**config.mk**
```make
export PLATFORM = sky130hd
export DESIGN_NAME = battery_and_idle_power_supervisor
export DESIGN_NICKNAME = d
export VERILOG_FILES = /design/src/rtl/bips_pkg.sv /design/src/rtl/bips_mv_conv.sv /design/src/rtl/bips_core.sv /design/src/rtl/battery_and_idle_power_supervisor.sv
export SDC_FILE = /design/constraint.sdc
export NUM_CORES = 1
export LEC_CHECK = 0
export BUFFER_PORTS_ARGS = -buffer_cell sky130_fd_sc_hd__buf_2
export CAP_MARGIN = 20
export CORE_MARGIN = 2
export CORE_UTILIZATION = 60
export DETAILED_ROUTE_END_ITERATION = 8
export GPL_TIMING_DRIVEN = 0
export PLACE_DENSITY = 0.8
export REMOVE_ABC_BUFFERS = 1
export SLEW_MARGIN = 20
export SYNTH_ARGS = -nofsm -noshare
export SYNTH_HDL_FRONTEND = slang
export SYNTH_HIERARCHICAL = 1
export SYNTH_SLANG_ARGS = --single-unit
```
**constraint.sdc**
```tcl
create_clock -name clk -period 6.8 [get_ports clk]
set_clock_uncertainty 0.1 [all_clocks]
set_input_delay 1.36 -clock clk [delete_from_list [all_inputs] [get_ports clk]]
set_output_delay 1.36 -clock clk [all_outputs]
set_load 0.02 [all_outputs]
```
**src/rtl/bips_pkg.sv**
```systemverilog
// Package for the battery and idle power supervisor.
// Beat types, event and power-mode codes, register indexes and fixed constants.
// No dependencies.
package bips_pkg;

    localparam int ADC_BITS   = 12;
    localparam int MV_W       = 13;
    localparam int TIMEOUT_W  = 32;
    localparam int CFG_IDX_W  = 1;
    localparam int CFG_DATA_W = 32;
    localparam int PROD_W     = 25;

    localparam logic [1:0] EV_TICK     = 2'd0;
    localparam logic [1:0] EV_SAMPLE   = 2'd1;
    localparam logic [1:0] EV_IDLE_RST = 2'd2;
    localparam logic [1:0] EV_SET_MODE = 2'd3;

    localparam logic [1:0] PM_SNOOZE = 2'd1;
    localparam logic [1:0] PM_SLEEP  = 2'd2;

    localparam logic [CFG_IDX_W-1:0] CFG_IDLE_LIMIT  = 1'b0;
    localparam logic [CFG_IDX_W-1:0] CFG_LOW_VOLTAGE = 1'b1;

    localparam logic [MV_W-1:0]      MV_OFFSET        = 13'd200;
    localparam logic [12:0]          MV_SLOPE         = 13'd6200;
    localparam logic [TIMEOUT_W-1:0] IDLE_SLEEP_FLOOR = 32'd60;
    localparam logic [TIMEOUT_W-1:0] TIMEOUT_RESET    = 32'd120000;
    localparam logic [MV_W-1:0]      ALARM_RESET      = 13'd3000;

    typedef struct packed {
        logic [1:0]          mode;
        logic [ADC_BITS-1:0] adc_code;
        logic [1:0]          requested_power_mode;
    } in_item_t;

    typedef struct packed {
        logic [1:0]      power_state;
        logic            sense_enable;
        logic            adc_start;
        logic [MV_W-1:0] battery_millivolts;
    } out_item_t;

    typedef struct packed {
        logic     fire;
        in_item_t item;
    } step_t;

endpackage

```
**src/rtl/bips_mv_conv.sv**
```systemverilog
// ADC code to battery millivolts: ((code * 6200) >> 12) + 200.
// Depends on bips_pkg.
module bips_mv_conv (
    input  logic [bips_pkg::ADC_BITS-1:0] code,
    output logic [bips_pkg::MV_W-1:0]     millivolts
);
    import bips_pkg::*;

    logic [PROD_W-1:0] prod;

    assign prod       = PROD_W'(code) * PROD_W'(MV_SLOPE);
    assign millivolts = MV_W'(prod >> ADC_BITS) + MV_OFFSET;

endmodule

```
**src/rtl/bips_core.sv**
```systemverilog
// Supervisor state: phase counter, idle countdown, voltage, mode, sense, registers.
// Depends on bips_pkg and bips_mv_conv.
module bips_core #(
    parameter int TICKS_PER_PERIOD = 100
) (
    input  logic                           clk,
    input  logic                           rst_n,
    input  bips_pkg::step_t                step,
    input  logic                           cfg_we,
    input  logic [bips_pkg::CFG_IDX_W-1:0] cfg_index,
    input  logic [bips_pkg::CFG_DATA_W-1:0] cfg_data,
    output bips_pkg::out_item_t            result
);
    import bips_pkg::*;

    localparam int PW = $clog2(TICKS_PER_PERIOD);
    localparam logic [PW-1:0] PH_SENSE_ON = PW'(0);
    localparam logic [PW-1:0] PH_START    = PW'(1);
    localparam logic [PW-1:0] PH_CHECK    = PW'(3);
    localparam logic [PW-1:0] PH_LAST     = PW'(TICKS_PER_PERIOD - 1);

    logic [PW-1:0]        phase_reg, phase_next;
    logic [TIMEOUT_W-1:0] countdown_reg, countdown_next;
    logic [MV_W-1:0]      volt_reg, volt_next;
    logic [1:0]           mode_reg, mode_next;
    logic                 sense_reg, sense_next;
    logic [TIMEOUT_W-1:0] timeout_reg, timeout_next;
    logic [MV_W-1:0]      alarm_reg, alarm_next;
    logic                 start;
    logic [MV_W-1:0]      sample_mv;

    bips_mv_conv u_mv_conv (
        .code       (step.item.adc_code),
        .millivolts (sample_mv)
    );

    always_comb
    begin
        phase_next     = phase_reg;
        countdown_next = countdown_reg;
        volt_next      = volt_reg;
        mode_next      = mode_reg;
        sense_next     = sense_reg;
        timeout_next   = timeout_reg;
        alarm_next     = alarm_reg;
        start          = 1'b0;
        if (step.fire)
        begin
            case (step.item.mode)
                EV_TICK:
                begin
                    phase_next = (phase_reg >= PH_LAST) ? '0 : phase_reg + PW'(1);
                    if (phase_reg == PH_SENSE_ON)
                    begin
                        sense_next = 1'b1;
                    end
                    else if (phase_reg == PH_START)
                    begin
                        start = 1'b1;
                    end
                    else if (phase_reg == PH_CHECK)
                    begin
                        sense_next = 1'b0;
                        if (volt_reg < alarm_reg)
                        begin
                            mode_next = PM_SLEEP;
                        end
                    end
                    if (countdown_reg == '0 && timeout_reg > IDLE_SLEEP_FLOOR)
                    begin
                        mode_next = PM_SLEEP;
                    end
                    countdown_next = countdown_reg - TIMEOUT_W'(1);
                end
                EV_SAMPLE:   volt_next = sample_mv;
                EV_IDLE_RST: countdown_next = timeout_reg;
                EV_SET_MODE: mode_next = step.item.requested_power_mode;
                default:     mode_next = step.item.requested_power_mode;
            endcase
        end
        else if (cfg_we)
        begin
            case (cfg_index)
                CFG_IDLE_LIMIT:
                begin
                    timeout_next   = cfg_data;
                    countdown_next = cfg_data;
                end
                CFG_LOW_VOLTAGE: alarm_next = MV_W'(cfg_data);
                default:         alarm_next = alarm_reg;
            endcase
        end
    end

    always_ff @(posedge clk or negedge rst_n)
    begin
        if (!rst_n)
        begin
            phase_reg     <= '0;
            countdown_reg <= TIMEOUT_RESET;
            volt_reg      <= '0;
            mode_reg      <= PM_SNOOZE;
            sense_reg     <= 1'b0;
            timeout_reg   <= TIMEOUT_RESET;
            alarm_reg     <= ALARM_RESET;
        end
        else
        begin
            phase_reg     <= phase_next;
            countdown_reg <= countdown_next;
            volt_reg      <= volt_next;
            mode_reg      <= mode_next;
            sense_reg     <= sense_next;
            timeout_reg   <= timeout_next;
            alarm_reg     <= alarm_next;
        end
    end

    assign result.power_state        = mode_next;
    assign result.sense_enable       = sense_next;
    assign result.adc_start          = start;
    assign result.battery_millivolts = volt_next;

endmodule

```
**src/rtl/battery_and_idle_power_supervisor.sv**
```systemverilog
// Top level of the battery and idle power supervisor: input register, core, result register.
// Depends on bips_pkg, bips_core.
//
//   channel  | handshake                  | beat
//   ---------+----------------------------+---------------------------------
//   item     | item_valid / item_ready    | in_item_t: event, ADC code, mode
//   result   | result_valid / result_ready| out_item_t: one per item
//   cfg      | cfg_valid / cfg_ready      | register index + write data
//
// One item per cycle while results are taken; each item passes both registers in turn.
// The throughput is set by the single state update stage behind the input register.
// A stalled result holds the stage; the input register still takes one item meanwhile.
// cfg_ready is low while an item waits in the input register.
// Reset is asynchronous, active low; no clearing pass, items accepted right after reset.
module battery_and_idle_power_supervisor #(
    parameter int TICKS_PER_PERIOD = 100
) (
    input  logic                            clk,
    input  logic                            rst_n,
    input  logic                            item_valid,
    output logic                            item_ready,
    input  bips_pkg::in_item_t              item,
    output logic                            result_valid,
    input  logic                            result_ready,
    output bips_pkg::out_item_t             result,
    input  logic                            cfg_valid,
    output logic                            cfg_ready,
    input  logic [bips_pkg::CFG_IDX_W-1:0]  cfg_index,
    input  logic [bips_pkg::CFG_DATA_W-1:0] cfg_data
);
    import bips_pkg::*;

    logic      in_valid_reg;
    in_item_t  in_item_reg;
    logic      res_valid_reg;
    out_item_t res_reg;
    out_item_t core_result;
    step_t     step;
    logic      advance;
    logic      cfg_we;

    assign advance    = !res_valid_reg || result_ready;
    assign item_ready = !in_valid_reg || advance;
    assign cfg_ready  = !in_valid_reg;
    assign cfg_we     = cfg_valid && cfg_ready;
    assign step.fire  = in_valid_reg && advance;
    assign step.item  = in_item_reg;

    bips_core #(
        .TICKS_PER_PERIOD (TICKS_PER_PERIOD)
    ) u_core (
        .clk       (clk),
        .rst_n     (rst_n),
        .step      (step),
        .cfg_we    (cfg_we),
        .cfg_index (cfg_index),
        .cfg_data  (cfg_data),
        .result    (core_result)
    );

    always_ff @(posedge clk or negedge rst_n)
    begin
        if (!rst_n)
        begin
            in_valid_reg  <= 1'b0;
            res_valid_reg <= 1'b0;
        end
        else
        begin
            if (item_ready)
            begin
                in_valid_reg <= item_valid;
            end
            if (advance)
            begin
                res_valid_reg <= in_valid_reg;
            end
        end
    end

    always_ff @(posedge clk)
    begin
        if (item_valid && item_ready)
        begin
            in_item_reg <= item;
        end
        if (step.fire)
        begin
            res_reg <= core_result;
        end
    end

    assign result_valid = res_valid_reg;
    assign result       = res_reg;

endmodule

```
**Word-level counts from Yosys, hierarchy flattened**

Index checks and enable logic that the tools add are counted.

- Reduce and logical (&&, ||, !) cells: 17
- Order comparisons: 3
- Eq/ne operators: 7
- Add/sub/neg operators: 3
- Bitwise logic cells: 3
- Mux-type cells: 20
- Multipliers: 1

Operators with widths:

| cell | count |
|---|---|
| 32-bit two-way mux | 3 |
| 32-bit case mux with 2 select lines | 1 |
| 32-bit by 6-bit > comparator with 1-bit output (second input constant) | 1 |
| 32-bit logical NOT | 1 |
| 32-bit by 1-bit subtractor with 32-bit output (second input constant) | 1 |
| 13-bit two-way mux | 2 |
| 12-bit by 10-bit multiplier with 22-bit output (second input constant) | 1 |
| 13-bit by 8-bit adder with 13-bit output (second input constant) | 1 |
| 13-bit < comparator | 1 |
| 2-bit two-way mux | 6 |
| 3-bit AND reduction | 3 |
| 7-bit by 1-bit adder with 7-bit output (second input constant) | 1 |
| 7-bit by 1-bit equality test with 1-bit output (second input constant) | 1 |
| 7-bit by 2-bit equality test with 1-bit output (second input constant) | 1 |
| 7-bit greater-or-equal comparator (second input constant) | 1 |
| 7-bit logical NOT | 1 |
| 7-bit two-way mux | 1 |
| 1-bit two-way mux | 6 |
| 2-bit equality test (second input constant) | 2 |
| 1-bit logical AND | 4 |
| 2-bit case mux with 2 select lines | 1 |
| 3-bit by 1-bit inequality test with 1-bit output (second input constant) | 1 |
| 1-bit inverter | 3 |
| 2-bit by 1-bit equality test with 1-bit output (second input constant) | 1 |
| 7 further kinds | 9 |

- Output and inout bits: 20
- Logic and storage cells: 70
- Bits in registers: 135

**Longest topological paths before layout**

- Word-level depth: 8
- Depth in mapped cells: 21
- Depth with buffers taken out: 20

**Cells and area by module**

The synthesis kept the hierarchy.

By module, submodules not included:

| module | cells an instance | times used | area an instance (sq um) | sequential area each (sq um) |
|---|---|---|---|---|
| bips_core | 607 | 1 | 5511.5 | 2529.9 |
| bips_mv_conv | 242 | 1 | 2127.0 | 0.0 |
| battery_and_idle_power_supervisor | 43 | 1 | 1103.6 | 1041.0 |

**Worst setup path after synthesis**

OpenSTA, ideal clock, no wires.

- Kind: reg-to-reg
- Start: register in_item_reg[4] (netlist bit)
- End: register res_reg, in the netlist result[12] (data pin)
- Setup slack: 1.478 ns
- Library setup time: 0.263 ns
- Buffers on the path: 0
- Arrival time: 4.959 ns
- Clock period less this slack: 5.322 ns
- Required time: 6.437 ns
- Cell stages (with the launch flop): 18
- Cell sequence: edfxtp_1 > ha_1 > ha_1 > inv_1 > fa_1 > inv_1 > fa_1 > fa_1 > ha_1 > a21o_1 > a21o_1 > o21ai_0 > a211oi_1 > nor4_1 > a311oi_2 > o31ai_1 > xnor2_1 > mux2_2

RTL lines:

| element | line | RTL |
|---|---|---|
| from (decl) | battery_and_idle_power_supervisor.sv:34 | `in_item_t in_item_reg;` |
| from (signal assigned) | battery_and_idle_power_supervisor.sv:85 | `in_item_reg <= item;` |
| to (signal assigned) | battery_and_idle_power_supervisor.sv:89 | `res_reg <= core_result;` |
| to (decl) | battery_and_idle_power_supervisor.sv:36 | `out_item_t res_reg;` |

==> results_dict.tcl <==
set metrics [dict create \
    ctsHoldBuffers 0 \
    via_count 7004 \
    syn_area_mm2 0.00874 \
    htreeDepth 4 \
    fillers 1102 \
    synth_edf_count 33 \
    p_switching_w 0.00138 \
    cts_tree "yes" \
    clock-sinks 135 \
    end_kind "register" \
    start_util_pct 60.8 \
    syn_area_per_cell_um2 9.80 \
    worst-setup-path-type "register to register" \
    ys_seq_area_share_pct 40.8 \
    max_stage_delay_ps 630 \
    die_w_um 125 \
    dr.pass1.iters 6 \
    clock_latency_ps 440 \
    combPwrFrac_pct 39.9 \
    switching_share_pct 37.5 \
    antenna_found_initial 1 \
    grt_max_degree 62 \
    synth_top_cells_by_area "dfrtp_1 23%, ha_1 13%, edfxtp_1 11%" \
    place_congestion 0.877 \
    clk_path_buf_depth 2 \
    grt_first_pass_wirelength_um 33600 \
    synth.distinct_cells 80 \
    power_frac_seq_pct 34.9 \
    root_buffer "clkbuf_16" \
    wl_um 19900 \
    tns_ps 0 \
    peakVddDrop_uv 251 \
    yosysTopAreaCellShare_pct 22.9 \
    drtIter0Drc 587 \
    min_path_type "register to register" \
    dp_slack_ps 967 \
    p_clk_share_pct 25.2 \
    die-area_mm2 0.0156 \
    rr_startpoint "in_item_reg[4]" \
    areaGrowthSynthToFinish_pct 12.6 \
    grt-ovfl-total 0 \
    core-area_mm2 0.0144 \
    ys_ff_latch 135 \
    rows 44 \
    wl_per_cell_um 17.3 \
    drive_above_1_share_pct 18.8 \
    cpMaxStageDelayCell "nor4_1" \
    async_reset_ff_share_pct 75.6 \
    fin_crit_sh_pct 86.3 \
    setup_viol 0 \
    drv_cap 0 \
    cp-start-kind "register" \
    required_ps 6880 \
    design.portCount 74 \
    die_h_um 125 \
    io_buffer_count 73 \
    holdWs_ps 372 \
    worstHoldPathCells 2 \
    hpwl_um 14100 \
    synth_ff_type "dfrtp_1" \
    timing_hold_violations_final 0 \
    via_per_inst 6.09 \
    max_freq_ghz 0.170 \
    post_cts_buffers 0 \
    drc 0 \
    hold_path_startpoint "u_core/timeout_reg[15]" \
    synth_cells 892 \
    critPathMaxFanout 5 \
    numCtsBuffers 17 \
    pwr_density_cell_mw_per_mm2 374 \
    layout.nets 1114 \
    cp_cell_sequence "ha_1, ha_1, inv_1, fa_1, inv_1, fa_1, fa_1, ha_1, a21o_1, a21o_1, o21ai_0, a211oi_1, nor4_1, a311oi_2, o31ai_1, xnor2_1, mux2_2" \
    grt_util_all_layers_pct 26.8 \
    yosysTopAreaCell "dfrtp_1" \
    reg2reg_depth 17 \
    arrival_ps 5950 \
    slew_headroom_pct 28.8 \
    report.final.slew_viol_count 0 \
    rsz0062_at_grt "false" \
    clkSlewWorstSetupHoldPaths_ps 60 \
    tightest_slew_ps 1060 \
    min_period_ps 5870 \
    status "complete, no violations" \
    power.internal_w 0.00230 \
    grt_pass1_vias 6815 \
    p_leak_nw 4.51 \
    fin_ws_ps 932 \
    timing.critical_path.from "in_item_reg[4]" \
    postRouteAntennaNets 0 \
    cts_resized 0 \
    ys_warn_count 6 \
]
-- synthesized netlist by cell type (all sizes together), types with 9 or more instances --
cell      n
a211oi   11
a21oi    36
a31oi     9
buf       9
clkbuf   27
dfrtp    80
dfstp    22
edfxtp   33
fa       16
ha       91
inv      69
mux2     26
nand2   141
nand3    21
nor2     40
nor3     21
nor4     19
o21ai    48
xnor2    16
-- cell type report --
cell class	instances	area, µm²	share of cell area, %
multi-input combinational	652	4770	48.5
sequential	135	3570	36.3
clock buffer	20	437	4.44
timing repair buffer	78	419	4.26
inverter	69	259	2.63
tap	184	230	2.34
clock inverter	12	154	1.56
antenna	1	2.50	0.0254
-- power by group through the flow --
| stage | Sequential [W] | Combinational (W) | Clock [W] |
|---|---|---|---|
| floorplan | 0.00127 | 0.00108 | 0 |
| global placement | 0.00129 | 0.00139 | 0 |
| detailed placement | 0.00129 | 0.00144 | 0 |
| CTS | 0.00128 | 0.00146 | 0.000938 |
| global route | 0.00132 | 0.00167 | 0.000973 |
| finish | 0.00129 | 0.00147 | 0.000926 |
-- metrics by stage --
stage	utilization, %	std cells	power (W)	instance area [µm²]
floorplan	-	856	0.00235	8580
global placement	63.9	1113	0.00268	9180
detailed placement	64.3	1117	0.00273	9230
CTS	68.4	1149	0.00368	9820
global route	68.5	1150	0.00396	9840
finish	68.5	1151	0.00368	9840
-- cells by family after synthesis --
group                    after synthesis  synth area share (%)
adder cells (fa/ha/maj)              107                  16.7
AO/OA/AOI/OAI                        181                  13.9
flip-flops                           135                  40.8
buffers and inverters                105                  4.78
multiplexers                          31                  3.92
XOR/XNOR                              24                  2.40
AND/OR/NAND/NOR                      309                  17.4
-- worst max-delay path: cells and delay by family (launching register included) --
family,cells,cell delay (ps)
compound gates,6,1380
xor+xnor,1,140
fa+ha+maj,6,2530
buf+inv,2,120
flops,1,430
mux,1,280
simple gates,1,630
-- cell usage in the layout (no fill, tap or decap), types with 17 or more instances in the layout --
master	Yosys	final
dfrtp_1	80	80
mux2_2	26	26
a21oi_1	36	36
edfxtp_1	33	33
inv_1	69	69
nor2_1	40	40
nor3_1	20	20
o21ai_0	46	46
dfstp_2	22	22
ha_1	91	90
nand3_1	21	21
nor4_1	19	18
clkbuf_16	0	17
nand2_1	141	141
buf_2	1	72
-- routing by layer --
layer / share of wire [%] / global-route usage [%] / vias to the layer above
li1: - / - / 3347
met5: 0 / 0 / -
met1: 46 / 38.6 / 3378
met2: 45 / 40.9 / 249
met4: 1.8 / 9.12 / 0
met3: 6.5 / 5.20 / 30
-- worst paths after layout --
path / endpoint / slack [ps]
worst max-delay path: result[12] / 930
worst min-delay path: u_core/timeout_reg[15] / 370
worst max register to register: result[12] / 930
worst min register to register: u_core/timeout_reg[15] / 370
max in group asynchronous: u_core/countdown_reg[16] / 5120
min in group asynchronous: u_core/phase_reg[0] / 800
Power figures use the tool's default switching activity.
